## src/hdl/bcvf_pkg.sv

```systemverilog
package bcvf_pkg;

  localparam int CFG_IDX_W  = 3;
  localparam int CFG_DATA_W = 16;

  // shared divider geometry
  localparam int STEP_W = 7;
  localparam int DVD_W  = 64;
  localparam int DSR_W  = 40;
  localparam int QUO_W  = 34;

  // scaled numerator width and sensitivity fraction bits
  localparam int MAG_W     = 40;
  localparam int SENS_FRAC = 8;
  localparam int OFFSET_MV = 330;

  localparam logic [CFG_IDX_W-1:0] REG_VREF_MV   = 3'd0;
  localparam logic [CFG_IDX_W-1:0] REG_CUR_SENS  = 3'd1;
  localparam logic [CFG_IDX_W-1:0] REG_VOLT_SENS = 3'd2;
  localparam logic [CFG_IDX_W-1:0] REG_CUR_TAU   = 3'd3;
  localparam logic [CFG_IDX_W-1:0] REG_VOLT_TAU  = 3'd4;

  localparam logic [CFG_DATA_W-1:0] RST_VREF_MV   = 16'd3300;
  localparam logic [CFG_DATA_W-1:0] RST_CUR_SENS  = 16'd10240;
  localparam logic [CFG_DATA_W-1:0] RST_VOLT_SENS = 16'd25600;

  typedef struct packed {
    logic [31:0] timestamp_us;
    logic [15:0] current_sample;
    logic [15:0] voltage_sample;
  } sample_t;

  typedef struct packed {
    logic signed [31:0] current_amps;
    logic signed [31:0] voltage_volts;
    logic signed [31:0] power_watts;
  } result_t;

  typedef struct packed {
    logic              start;
    logic [DVD_W-1:0]  dividend;
    logic [DSR_W-1:0]  divisor;
    logic [STEP_W-1:0] steps;
  } div_req_t;

  typedef struct packed {
    logic             done;
    logic             ovf;
    logic [QUO_W-1:0] quo;
    logic [DSR_W-1:0] rem;
  } div_resp_t;

endpackage

```

## src/hdl/bcvf_div.sv

```systemverilog
// Restoring divider, one quotient bit per cycle, dividend fed MSB first.
module bcvf_div (
  input  logic                 clk,
  input  logic                 rst,
  input  bcvf_pkg::div_req_t   req,
  output bcvf_pkg::div_resp_t  resp
);

  localparam int DVD_W  = bcvf_pkg::DVD_W;
  localparam int DSR_W  = bcvf_pkg::DSR_W;
  localparam int QUO_W  = bcvf_pkg::QUO_W;
  localparam int STEP_W = bcvf_pkg::STEP_W;

  logic              busy;
  logic              done;
  logic [STEP_W-1:0] cnt;
  logic [DVD_W-1:0]  dvd;
  logic [DSR_W-1:0]  dsr;
  logic [DSR_W-1:0]  rem;
  logic [QUO_W-1:0]  quo;
  logic              ovf;
  logic [DSR_W:0]    shifted;
  logic [DSR_W:0]    trial;
  logic              fits;
  logic              load;

  assign load    = req.start && !busy;
  assign shifted = {rem, dvd[DVD_W-1]};
  assign fits    = shifted >= {1'b0, dsr};
  assign trial   = shifted - {1'b0, dsr};

  always_ff @(posedge clk) begin
    if (rst) begin
      busy <= 1'b0;
      done <= 1'b0;
      cnt  <= '0;
    end else begin
      done <= 1'b0;
      if (load) begin
        busy <= 1'b1;
        cnt  <= req.steps;
      end else if (busy) begin
        cnt <= cnt - STEP_W'(1);
        if (cnt == STEP_W'(1)) begin
          busy <= 1'b0;
          done <= 1'b1;
        end
      end
    end
  end

  // quotient keeps its low bits; a one shifted off the top marks overflow
  always_ff @(posedge clk) begin
    if (load) begin
      dvd <= req.dividend;
      dsr <= req.divisor;
      rem <= '0;
      quo <= '0;
      ovf <= 1'b0;
    end else if (busy) begin
      dvd <= dvd << 1;
      rem <= fits ? trial[DSR_W-1:0] : shifted[DSR_W-1:0];
      quo <= {quo[QUO_W-2:0], fits};
      ovf <= ovf | quo[QUO_W-1];
    end
  end

  assign resp.done = done;
  assign resp.ovf  = ovf;
  assign resp.quo  = quo;
  assign resp.rem  = rem;

endmodule

```

## src/hdl/battery_current_voltage_filter_unit.sv

```systemverilog
// Channel  | Signals                            | Direction | Moves
// sample   | sample_valid, sample_stall, sample | in        | timestamp and two ADC samples
// result   | result_valid, result_stall, result | out       | filtered amps, volts, watts
// cfg      | cfg_write, cfg_index, cfg_data     | in        | one register write per cycle
//
// One transaction at a time; each bypassed filter (tau of zero) skips its divider run.
// Sample time is set by the shared restoring divider, one quotient bit per cycle,
// run for both scalings (FRAC_BITS + 49 steps) and both filter updates (64 steps).
// Reset is synchronous: registers return to defaults, state and levels clear.
// A finished result sits in the output register; the next sample is taken while
// it waits, and only the final load waits for result_stall to drop.
module battery_current_voltage_filter_unit #(
  parameter int ADC_BITS  = 16,
  parameter int FRAC_BITS = 16
) (
  input  logic                                clk,
  input  logic                                rst,
  input  logic                                sample_valid,
  output logic                                sample_stall,
  input  bcvf_pkg::sample_t                   sample,
  output logic                                result_valid,
  input  logic                                result_stall,
  output bcvf_pkg::result_t                   result,
  input  logic                                cfg_write,
  input  logic [bcvf_pkg::CFG_IDX_W-1:0]      cfg_index,
  input  logic [bcvf_pkg::CFG_DATA_W-1:0]     cfg_data
);

  localparam int STEP_W = bcvf_pkg::STEP_W;
  localparam int DVD_W  = bcvf_pkg::DVD_W;
  localparam int DSR_W  = bcvf_pkg::DSR_W;
  localparam int QUO_W  = bcvf_pkg::QUO_W;
  localparam int MAG_W  = bcvf_pkg::MAG_W;

  localparam logic [63:0] FULL64 = (64'd1 << ADC_BITS) - 64'd1;
  // 330 mV sensor offset expressed in vref*sample units
  localparam logic [33:0] OFFSET = 34'(64'(bcvf_pkg::OFFSET_MV) * FULL64);
  localparam logic [STEP_W-1:0] SCALE_STEPS =
    STEP_W'(MAG_W + bcvf_pkg::SENS_FRAC + FRAC_BITS + 1);
  localparam logic [STEP_W-1:0] FILTER_STEPS = STEP_W'(DVD_W);
  localparam logic [63:0] HALF_LSB = 64'd1 << (FRAC_BITS - 1);
  localparam logic [31:0] SAT_MAX = 32'h7FFF_FFFF;
  localparam logic [31:0] SAT_MIN = 32'h8000_0000;

  localparam logic [3:0] S_IDLE      = 4'd0;
  localparam logic [3:0] S_CUR_MUL   = 4'd1;
  localparam logic [3:0] S_CUR_DIV   = 4'd2;
  localparam logic [3:0] S_CUR_WAIT  = 4'd3;
  localparam logic [3:0] S_VOL_MUL   = 4'd4;
  localparam logic [3:0] S_VOL_DIV   = 4'd5;
  localparam logic [3:0] S_VOL_WAIT  = 4'd6;
  localparam logic [3:0] S_CFLT_MUL  = 4'd7;
  localparam logic [3:0] S_CFLT_DIV  = 4'd8;
  localparam logic [3:0] S_CFLT_WAIT = 4'd9;
  localparam logic [3:0] S_VFLT_MUL  = 4'd10;
  localparam logic [3:0] S_VFLT_DIV  = 4'd11;
  localparam logic [3:0] S_VFLT_WAIT = 4'd12;
  localparam logic [3:0] S_PWR_MUL   = 4'd13;
  localparam logic [3:0] S_OUT       = 4'd14;

  // sensitivity * full scale, done as shift and subtract
  function automatic logic [DSR_W-1:0] full_times(input logic [15:0] s);
    return (DSR_W'(s) << ADC_BITS) - DSR_W'(s);
  endfunction

  // tau in ms to us: t*1024 - t*16 - t*8
  function automatic logic [25:0] tau_us(input logic [15:0] t);
    logic [25:0] w;
    w = 26'(t);
    return (w << 10) - (w << 4) - (w << 3);
  endfunction

  function automatic logic [31:0] abs32(input logic [31:0] x);
    return x[31] ? (~x + 32'd1) : x;
  endfunction

  function automatic logic [31:0] sat36(input logic [35:0] s);
    if (s[35] && !(&s[34:31])) begin
      return SAT_MIN;
    end
    if (!s[35] && (|s[34:31])) begin
      return SAT_MAX;
    end
    return s[31:0];
  endfunction

  // round the doubled quotient to nearest, apply sign and saturate
  function automatic logic [31:0] scale_fix(input logic [QUO_W-1:0] q, input logic ov,
                                            input logic neg, input logic zero);
    logic [QUO_W:0]   sum;
    logic [QUO_W-1:0] rq;
    sum = {1'b0, q} + (QUO_W+1)'(1);
    rq  = sum[QUO_W:1];
    if (zero) begin
      return '0;
    end
    if (ov) begin
      return neg ? SAT_MIN : SAT_MAX;
    end
    if (neg) begin
      return (rq > QUO_W'(SAT_MIN)) ? SAT_MIN : (~rq[31:0] + 32'd1);
    end
    return (rq > QUO_W'(SAT_MAX)) ? SAT_MAX : rq[31:0];
  endfunction

  logic [3:0]  state;
  logic [15:0] vref_mv;
  logic [15:0] cur_sens;
  logic [15:0] volt_sens;
  logic [15:0] cur_tau;
  logic [15:0] volt_tau;
  logic [31:0] last_ts;
  logic [31:0] cur_level;
  logic [31:0] volt_level;

  logic [31:0] dt;
  logic [15:0] cur_s;
  logic [15:0] vol_s;
  logic [31:0] cur_raw;
  logic [31:0] volt_raw;
  logic [63:0] prod;
  logic        sc_neg;
  logic        sc_zero;
  logic        f_neg;
  logic        p_neg;
  bcvf_pkg::result_t res;

  logic        accept;
  logic        mul_en;
  logic [31:0] mul_a;
  logic [31:0] mul_b;

  logic [31:0] pos;
  logic        cur_neg;
  logic [33:0] cur_m;
  logic [31:0] scaled;

  logic        sel_volt;
  logic [31:0] f_raw;
  logic [31:0] f_lvl;
  logic [15:0] f_tau;
  logic [32:0] f_diff;
  logic [32:0] f_diff_neg;
  logic [31:0] f_mag;
  logic [DSR_W-1:0] f_d;
  logic        f_rnd;
  logic [QUO_W:0] f_q;
  logic [35:0] f_step;
  logic [35:0] f_sum;
  logic [31:0] f_new;

  logic [63:0] p_sum;
  logic [63:0] p_q;
  logic [31:0] power;
  logic        out_load;

  bcvf_pkg::div_req_t  div_req;
  bcvf_pkg::div_resp_t div_resp;

  assign sample_stall = (state != S_IDLE);
  assign accept       = sample_valid && !sample_stall;
  assign out_load     = (state == S_OUT) && (!result_valid || !result_stall);

  // scaling numerator: |vref*sample - offset| for current, vref*sample for voltage
  assign pos     = prod[31:0];
  assign cur_neg = {2'b0, pos} < OFFSET;
  assign cur_m   = cur_neg ? (OFFSET - {2'b0, pos}) : ({2'b0, pos} - OFFSET);
  assign scaled  = scale_fix(div_resp.quo, div_resp.ovf, sc_neg, sc_zero);

  // filter datapath, shared by both channels
  assign sel_volt   = (state inside {S_VFLT_MUL, S_VFLT_DIV, S_VFLT_WAIT});
  assign f_raw      = sel_volt ? volt_raw : cur_raw;
  assign f_lvl      = sel_volt ? volt_level : cur_level;
  assign f_tau      = sel_volt ? volt_tau : cur_tau;
  assign f_diff     = {f_raw[31], f_raw} - {f_lvl[31], f_lvl};
  assign f_diff_neg = ~f_diff + 33'd1;
  assign f_mag      = f_diff[32] ? f_diff_neg[31:0] : f_diff[31:0];
  assign f_d        = DSR_W'(tau_us(f_tau));
  assign f_rnd      = {div_resp.rem, 1'b0} >= {1'b0, f_d};
  assign f_q        = {1'b0, div_resp.quo} + (QUO_W+1)'(f_rnd);
  assign f_step     = f_neg ? (~{1'b0, f_q} + 36'd1) : {1'b0, f_q};
  assign f_sum      = {{4{f_lvl[31]}}, f_lvl} + f_step;
  assign f_new      = div_resp.ovf ? (f_neg ? SAT_MIN : SAT_MAX) : sat36(f_sum);

  // power: round the magnitude product at FRAC_BITS, then sign and saturate
  assign p_sum = prod + HALF_LSB;
  assign p_q   = p_sum >> FRAC_BITS;
  always_comb begin
    if (p_neg) begin
      power = (p_q > 64'(SAT_MIN)) ? SAT_MIN : (~p_q[31:0] + 32'd1);
    end else begin
      power = (p_q > 64'(SAT_MAX)) ? SAT_MAX : p_q[31:0];
    end
  end

  // shared multiplier operand select
  always_comb begin
    mul_en = 1'b1;
    mul_a  = '0;
    mul_b  = '0;
    case (state)
      S_CUR_MUL: begin
        mul_a = 32'(vref_mv);
        mul_b = 32'(cur_s);
      end
      S_VOL_MUL: begin
        mul_a = 32'(vref_mv);
        mul_b = 32'(vol_s);
      end
      S_CFLT_MUL, S_VFLT_MUL: begin
        mul_a = f_mag;
        mul_b = dt;
      end
      S_PWR_MUL: begin
        mul_a = abs32(cur_level);
        mul_b = abs32(volt_level);
      end
      default: begin
        mul_en = 1'b0;
      end
    endcase
  end

  // divider request select
  always_comb begin
    div_req.start    = (state inside {S_CUR_DIV, S_VOL_DIV, S_CFLT_DIV, S_VFLT_DIV});
    div_req.dividend = prod;
    div_req.divisor  = f_d;
    div_req.steps    = FILTER_STEPS;
    case (state)
      S_CUR_DIV: begin
        div_req.dividend = DVD_W'(cur_m) << (DVD_W - MAG_W);
        div_req.divisor  = full_times(cur_sens);
        div_req.steps    = SCALE_STEPS;
      end
      S_VOL_DIV: begin
        div_req.dividend = DVD_W'(pos) << (DVD_W - MAG_W);
        div_req.divisor  = full_times(volt_sens);
        div_req.steps    = SCALE_STEPS;
      end
      default: begin
      end
    endcase
  end

  bcvf_div u_div (
    .clk  (clk),
    .rst  (rst),
    .req  (div_req),
    .resp (div_resp)
  );

  // sequencer, configuration and filter state
  always_ff @(posedge clk) begin
    if (rst) begin
      state        <= S_IDLE;
      vref_mv      <= bcvf_pkg::RST_VREF_MV;
      cur_sens     <= bcvf_pkg::RST_CUR_SENS;
      volt_sens    <= bcvf_pkg::RST_VOLT_SENS;
      cur_tau      <= '0;
      volt_tau     <= '0;
      last_ts      <= '0;
      cur_level    <= '0;
      volt_level   <= '0;
      result_valid <= 1'b0;
    end else begin
      if (cfg_write) begin
        case (cfg_index)
          bcvf_pkg::REG_VREF_MV:   vref_mv   <= cfg_data;
          bcvf_pkg::REG_CUR_SENS:  cur_sens  <= cfg_data;
          bcvf_pkg::REG_VOLT_SENS: volt_sens <= cfg_data;
          bcvf_pkg::REG_CUR_TAU:   cur_tau   <= cfg_data;
          bcvf_pkg::REG_VOLT_TAU:  volt_tau  <= cfg_data;
          default: begin
          end
        endcase
      end

      // drop the held result once taken; a new load overrides below
      if (result_valid && !result_stall) begin
        result_valid <= 1'b0;
      end

      case (state)
        S_IDLE: begin
          if (accept) begin
            last_ts <= sample.timestamp_us;
            state   <= S_CUR_MUL;
          end
        end
        S_CUR_MUL:  state <= S_CUR_DIV;
        S_CUR_DIV:  state <= S_CUR_WAIT;
        S_CUR_WAIT: begin
          if (div_resp.done) begin
            state <= S_VOL_MUL;
          end
        end
        S_VOL_MUL:  state <= S_VOL_DIV;
        S_VOL_DIV:  state <= S_VOL_WAIT;
        S_VOL_WAIT: begin
          if (div_resp.done) begin
            state <= S_CFLT_MUL;
          end
        end
        S_CFLT_MUL: begin
          if (cur_tau == '0) begin
            cur_level <= cur_raw;
            state     <= S_VFLT_MUL;
          end else begin
            state <= S_CFLT_DIV;
          end
        end
        S_CFLT_DIV: state <= S_CFLT_WAIT;
        S_CFLT_WAIT: begin
          if (div_resp.done) begin
            cur_level <= f_new;
            state     <= S_VFLT_MUL;
          end
        end
        S_VFLT_MUL: begin
          if (volt_tau == '0) begin
            volt_level <= volt_raw;
            state      <= S_PWR_MUL;
          end else begin
            state <= S_VFLT_DIV;
          end
        end
        S_VFLT_DIV: state <= S_VFLT_WAIT;
        S_VFLT_WAIT: begin
          if (div_resp.done) begin
            volt_level <= f_new;
            state      <= S_PWR_MUL;
          end
        end
        S_PWR_MUL: state <= S_OUT;
        S_OUT: begin
          // hold until the output register is free
          if (out_load) begin
            result_valid <= 1'b1;
            state        <= S_IDLE;
          end
        end
        default: state <= S_IDLE;
      endcase
    end
  end

  // datapath registers
  always_ff @(posedge clk) begin
    if (accept) begin
      dt    <= sample.timestamp_us - last_ts;
      cur_s <= sample.current_sample;
      vol_s <= sample.voltage_sample;
    end
    if (mul_en) begin
      prod <= 64'(mul_a) * 64'(mul_b);
    end
    if (state == S_CUR_DIV) begin
      sc_neg  <= cur_neg;
      sc_zero <= (cur_m == '0);
    end
    if (state == S_VOL_DIV) begin
      sc_neg  <= 1'b0;
      sc_zero <= (pos == '0);
    end
    if ((state == S_CUR_WAIT) && div_resp.done) begin
      cur_raw <= scaled;
    end
    if ((state == S_VOL_WAIT) && div_resp.done) begin
      volt_raw <= scaled;
    end
    if (state inside {S_CFLT_MUL, S_VFLT_MUL}) begin
      f_neg <= f_diff[32];
    end
    if (state == S_PWR_MUL) begin
      p_neg <= cur_level[31] ^ volt_level[31];
    end
    if (out_load) begin
      res.current_amps  <= cur_level;
      res.voltage_volts <= volt_level;
      res.power_watts   <= power;
    end
  end

  assign result = res;

endmodule

```

## config.mk

```make
export PLATFORM = sky130hd
export DESIGN_NAME = battery_current_voltage_filter_unit
export DESIGN_NICKNAME = d
export VERILOG_FILES = /design/src/hdl/bcvf_pkg.sv /design/src/hdl/bcvf_div.sv /design/src/hdl/battery_current_voltage_filter_unit.sv
export SDC_FILE = /design/constraint.sdc
export NUM_CORES = 2
export LEC_CHECK = 0
export ABC_AREA = 0
export ABC_CLOCK_PERIOD_IN_PS = 40300
export BUFFER_PORTS_ARGS = -buffer_cell sky130_fd_sc_hd__buf_4
export CAP_MARGIN = 20
export CORE_ASPECT_RATIO = 0.75
export CORE_UTILIZATION = 60
export DETAILED_ROUTE_END_ITERATION = 6
export PLACE_DENSITY = 0.84
export SYNTH_ARGS = -nofsm -noshare
export SYNTH_HDL_FRONTEND = slang
export SYNTH_SLANG_ARGS = --single-unit
```

## constraint.sdc

```tcl
create_clock -name clk -period 40.3 [get_ports clk]
set_input_delay 2.015 -clock clk [delete_from_list [all_inputs] [get_ports clk]]
set_output_delay 2.015 -clock clk [all_outputs]
set_load 0.02 [all_outputs]
```

* Word-level counts from Yosys, hierarchy flattened
Cells that the tools add are included.
** Word-level totals
- Word-level logic and storage cells :: 206
- Memories :: 0
- Latch bits :: 0
- Bits in writable memories :: 0
- Register bits after elaboration :: 661
- Input port bits :: 88
- ROM bits :: 0
- Output and inout port bits :: 98
** Operators by class
- Equal/unequal tests :: 27
- Order comparisons :: 7
- Reduce and logical (&&, ||, !) cells :: 44
- $add $sub $neg :: 20
- Shifts and indexed selects :: 0
- Mux-type cells :: 67
- $mul :: 1
- Bitwise operators :: 9
- Divide/modulo/power cells :: 0
** Operators by type and width (count)
- 32-bit two-way mux :: 26
- 111-bit one-hot mux with 2 select lines :: 1
- 32-bit by 1-bit adder with 32-bit output, second input constant :: 5
- 32-bit inverter :: 5
- 64-bit two-way mux :: 2
- 32-bit one-hot mux with 2 select lines :: 2
- 32-bit one-hot mux with 4 select lines :: 1
- 32-bit one-hot mux with 3 select lines :: 1
- 32-bit by 16-bit subtractor with 33-bit output :: 2
- 64-bit by 16-bit adder with 64-bit output, second input constant :: 1
- 32-bit by 32-bit multiplier with 64-bit output :: 1
- 4-bit one-hot mux with 15 select lines :: 1
- 48-bit by 31-bit > comparator with 1-bit output, second input constant :: 1
- 48-bit by 32-bit > comparator with 1-bit output, second input constant :: 1
- 41-bit by 26-bit greater-or-equal comparator with 1-bit output :: 1
- 41-bit by 40-bit greater-or-equal comparator with 1-bit output :: 1
- 40-bit two-way mux :: 1
- 40-bit subtractor :: 1
- 36-bit by 1-bit adder with 36-bit output, second input constant :: 1
- 36-bit adder :: 1
- 36-bit two-way mux :: 1
- 35-bit inverter with 36-bit output :: 1
- 34-bit by 1-bit adder with 35-bit output :: 1
- 34-bit by 1-bit adder with 35-bit output, second input constant :: 1
- 49 further kinds :: 115

* Depth between registers and ports, before layout
- Depth after elaboration :: 21
- Mapped depth :: 55
- Gate-level depth less buffers :: 50

* Modules after synthesis
A second synthesis with hierarchy kept.
** Unflattened totals
- Cell total of the unflattened synthesis :: 9234
- Area total of the unflattened synthesis :: 79429.9 µm²
** By module, submodules not included
- battery_current_voltage_filter_unit :: instances 1, cells an instance 8302, sequential area each 12381.9 µm², area an instance 69859.5 µm²
- bcvf_div :: instances 1, cells an instance 932, sequential area each 4804.6 µm², area an instance 9570.4 µm²

* Least setup slack after synthesis
OpenSTA, ideal clock, no wires.
- Path type :: register -> register
- From :: register state[1]
- To :: register prod[61] (data pin)
- Setup time :: 0.261 ns
- Clock period less this slack :: 13.080 ns
- Buffers on the path :: 5
- Arrival :: 12.819 ns
- Path slack :: 27.220 ns
- Cell stages (with the launch flop) :: 46
- Cells stage by stage :: dfxtp_1 -> clkbuf_1 -> nor3b_1 -> o21ai_0 -> clkbuf_1 -> clkbuf_1 -> clkbuf_1 -> mux2_2 -> ha_1 -> nor2b_1 -> o2111a_1 -> or3_1 -> a211o_1 -> nor4b_2 -> or4b_2 -> nor4_2 -> nor2_1 -> xnor2_1 -> (+10 left out) -> fa_1 -> inv_1 -> fa_1 -> inv_1 -> fa_1 -> inv_1 -> ha_1 -> a21oi_1 -> o211ai_1 -> a221o_1 -> a221o_1 -> a221oi_1 -> o21ai_0 -> nor3_1 -> a21boi_0 -> a41oi_1 -> or4bb_1 -> nand3b_1
** On the way
- Word-level cells in the longest chain between the ends :: 9
** Ends and longest elaborated chain
- start: declaration :: line battery_current_voltage_filter_unit.sv:106 : logic [3:0] state;
- start signal: assignment :: line battery_current_voltage_filter_unit.sv:256 : state <= S_IDLE;
- start signal: assignment :: line battery_current_voltage_filter_unit.sv:288 : state <= S_CUR_MUL;
- start signal: assignment :: line battery_current_voltage_filter_unit.sv:291 : S_CUR_MUL: state <= S_CUR_DIV;
- 4-bit == test, on equally long branches :: line battery_current_voltage_filter_unit.sv:171, battery_current_voltage_filter_unit.sv:201
- 3-bit nonzero test :: line battery_current_voltage_filter_unit.sv:171 : assign sel_volt = (state inside {S_VFLT_MUL, S_VFLT_DIV, S_VFLT_WAIT});
- 32-bit two-way mux, on equally long branches :: line battery_current_voltage_filter_unit.sv:172, battery_current_voltage_filter_unit.sv:173
- 32-bit by 32-bit subtractor with 33-bit output :: line battery_current_voltage_filter_unit.sv:175 : assign f_diff = {f_raw[31], f_raw} - {f_lvl[31], f_lvl};
- 32-bit inverter :: line battery_current_voltage_filter_unit.sv:176 : assign f_diff_neg = ~f_diff + 33'd1;
- 32-bit by 1-bit adder with 32-bit output :: line battery_current_voltage_filter_unit.sv:176
- 32-bit two-way mux :: line battery_current_voltage_filter_unit.sv:177 : assign f_mag = f_diff[32] ? f_diff_neg[31:0] : f_diff[31:0];
- 32-bit one-hot mux with 3 select lines :: line battery_current_voltage_filter_unit.sv:201 : case (state)
- 32-bit by 32-bit multiplier with 64-bit output * :: line battery_current_voltage_filter_unit.sv:356 : prod <= 64'(mul_a) * 64'(mul_b);
- end signal: assignment :: line battery_current_voltage_filter_unit.sv:356
- end: declaration :: line battery_current_voltage_filter_unit.sv:121 : logic [63:0] prod;
Mark *: on every way between the ends. The rest lies on a longest branch, timed or not.
A chain may end at the register's enable or synchronous reset.

* Worst setup path in the final report
- From :: register state[2]
- To :: register prod[61] (data pin)
Same word-level chain as after synthesis.

==> summary.md <==
| Metric | Value |
|---|---|
| Core area | 0.1311 mm² |
| Htree depth | 3 |
| Pin count of the biggest net entering global routing | 99 |
| Share of cells above drive strength 1 | 0.07568 |
| DRC viols | 10 |
| Count leader, synth | nand2_1 |
| Violated checks | design-rule violations |
| Yosys top cell by area | fa_1 |
| ANT nets after route | 0 |
| Count of cell types in the netlist | 100 |
| List of most frequent post-synthesis cells | nand2_1, inv_1, fa_1 |
| Register area share after synthesis | 0.2140 |
| Worst setup SP type | flop |
| Clk sink count | 654 |
| Hold Vio Cnt, Final | 0 |
| Inserted Clock Buffers | 72 |
| Row count | 115 |
| Peak Freq | 65.10 MHz |
| Max IR drop VDD | 0.00003759 V |
| Setup TNS | 0 ps |
| Via density | 6.369 |
| Max stage delay on crit path | 850 ps |
| Root buf cell | clkbuf_16 |
| Relative max-transition margin | 0.2552 |
| Clock Skew | 30.52 ps |
| Non-Filler Instances | 10986 |
| Clock slew at the register clock pins of the worst setup and hold paths | 60 ps |
| Seq cells post-synth | 654 |
| Number of global-route vias before repair | 67161 |
| Overall Global Routing Usage | 0.3906 |
| Leak | 37.48 nW |
| Clock latency on the worst-skew pair | 710 ps |
| Most frequent CP cell | fa_1 |
| Slew Limit Fails | 0 |
| Worst slew pin tran | 1117 ps |
| Starting DRT DRC Count | 9012 |
| Ys async rst share | 0 |
| Post-place setup slack | 25390 ps |
| Ports | 186 |
| Mapped Avg Cell Area | 8.557 µm² |
| Tcrit/Tclk final | 0.3812 |
| Port bufs | 185 |
| Status | complete, but fails checks |
| DRT Pass-1 Iters | 7 |
| Arr. time, crit path | 15790 ps |
| Initial core utilization | 0.6052 |
| Routed WL | 263800 µm |
| Final worst slack | 24940 ps |
| Final-report setup violation count | 0 |
| Resize count post-CTS | 0 |
| Full die area | 0.1337 mm² |
| Vias | 69974 |
| Post-placement cell count | 10843 |
| Global route overflow | 0 |
| Synth top area cells | fa_1, edfxtp_1, ha_1 |
| Worst hold path class | reg -> reg |
| Mapped Area | 0.07933 mm² |
| RSZ-0062 raised after global routing | no |
| Post-Synthesis Cells | 9271 |
| Post-synth top flop | edfxtp_1 |
| Synth top area share | 0.2286 |
| CP Class | reg -> reg |
| CTS max path bufs | 3 |
| HPWL Detailed | 204000 µm |
| Crit end category | flop |
| CTS tree | done |
| Ys Warns | 0 |
| Nets@finish | 10634 |
| P per Cell Area | 27.40 mW/mm² |
| CP max FO | 64 |
| Slowest stage cell, crit path | nor4_1 |
| Max cap viols | 0 |
| GPL Wtd Cong | 1.029 |
| Initial antenna violation count | 13 |
| Die width | 421.9 µm |
| Die height | 316.9 µm |
| # hold bufs at CTS | 0 |
| Minimum clock period | 15360 ps |
| Critical Path RT | 40730 ps |
| Routed WL per cell | 24.02 µm |
| Syn Nets | 10741 |
| Synthesis-to-layout area growth | 7.112% |
| Total setup buffers inserted after CTS | 0 |
| Global-route wire length before repair | 401900 µm |
| Post-synth EDFFs | 388 |
-- cell families after synthesis --
kind of cell             count (synthesis)  synth area share
flip-flops                             654            0.2140
buffers and inverters                 1772           0.08446
other                                    1        0.00004727
adder cells (fa/ha/maj)               1382            0.3037
multiplexers                           125           0.01721
AO/OA/AOI/OAI                         1828            0.1513
AND/OR/NAND/NOR                       3050            0.1784
XOR/XNOR                               459           0.05085
-- final timing paths --
check	from	end	slack (ps)	cells after the start
worst max-delay path	state[2]$_SDFFE_PP0P_	prod[61]$_DFFE_PP_	24940	42
worst min-delay path	last_ts[4]$_SDFFE_PP0P_	last_ts[4]$_SDFFE_PP0P_	460	2
worst max register to register	state[2]$_SDFFE_PP0P_	prod[61]$_DFFE_PP_	24940	42
worst min register to register	last_ts[4]$_SDFFE_PP0P_	last_ts[4]$_SDFFE_PP0P_	460	2
-- through the flow --
step | hold slack, ps | total power, mW | utilization | cell area (µm²)
CTS | 454.9 | 2.305 | 0.6479 | 84920
global route | 471.2 | 2.418 | 0.6481 | 84950
detailed placement | 446.7 | 1.586 | 0.6285 | 82390
floorplan | 406.4 | 1.336 | - | 79330
global placement | 441.7 | 1.562 | 0.6285 | 82390
finish | 456.1 | 2.328 | 0.6482 | 84970
-- flip-flops by register name (all words and copies together) (netlist names), 33 cells and up --
signal and count:
prod 64, result 96, u_div.dsr 33, u_div.dvd 64, u_div.quo 34, u_div.rem 40
-- where the power goes --
group | internal, mW | switching (mW) | total, mW
clock network | 0.419 | 0.305 | 0.724
logic | 0.231 | 0.478 | 0.709
registers | 0.803 | 0.0918 | 0.895
total | 1.45 | 0.875 | 2.33
-- critical path, delay by kind of cell (launching register included) --
family | cells | cell delay, ps
adders and majority gates | 11 | 5170
AOI/OAI and AO/OA | 15 | 4680
and+or+nand+nor | 9 | 3070
buffers and inverters | 7 | 1420
DFF | 1 | 710
-- area by class of cell --
| type | count | area (µm²) |
|---|---|---|
| multi-input combinational | 6845 | 55990 |
| fill | 10670 | 46110 |
| sequential | 654 | 16980 |
| inverter | 1253 | 4705 |
| timing repair buffer | 338 | 2550 |
| tap | 1755 | 2196 |
| clock buffer | 94 | 2029 |
| clock inverter | 39 | 505.5 |
| antenna | 8 | 20.02 |
-- placed cells by master (no fill, tap or decap), drive strengths merged, types with 29 or more instances in the layout --
cell,synthesis,routed
a211oi,39,39
a21o,123,123
a21oi,445,445
a221o,39,39
a221oi,58,58
a22o,73,73
a22oi,41,41
a31oi,65,65
and2,188,188
and3,83,83
and4,31,31
buf,65,337
clkbuf,454,95
dfxtp,266,266
edfxtp,388,388
fa,906,906
ha,476,476
inv,1251,1260
mux2,91,91
mux2i,34,34
nand2,1371,1371
nand2b,66,66
nand3,160,160
nand4,76,76
nor2,556,556
nor2b,47,47
nor3,194,194
nor4,70,70
o211ai,37,37
o21a,52,52
o21ai,468,468
o22ai,62,62
o31ai,46,46
or2,50,50
or3,47,47
or4,29,29
xnor2,259,259
xor2,199,199
-- layer usage --
layer / global-route usage / part of all wire / vias to the layer above
li1: - / - / 30892
met1: 0.5367 / 0.40 / 33726
met2: 0.5568 / 0.41 / 4650
met3: 0.1438 / 0.15 / 690
met4: 0.1554 / 0.044 / 16
met5: 0.01736 / 0.0015 / -
No activity file was read; power rests on OpenSTA's default activity.
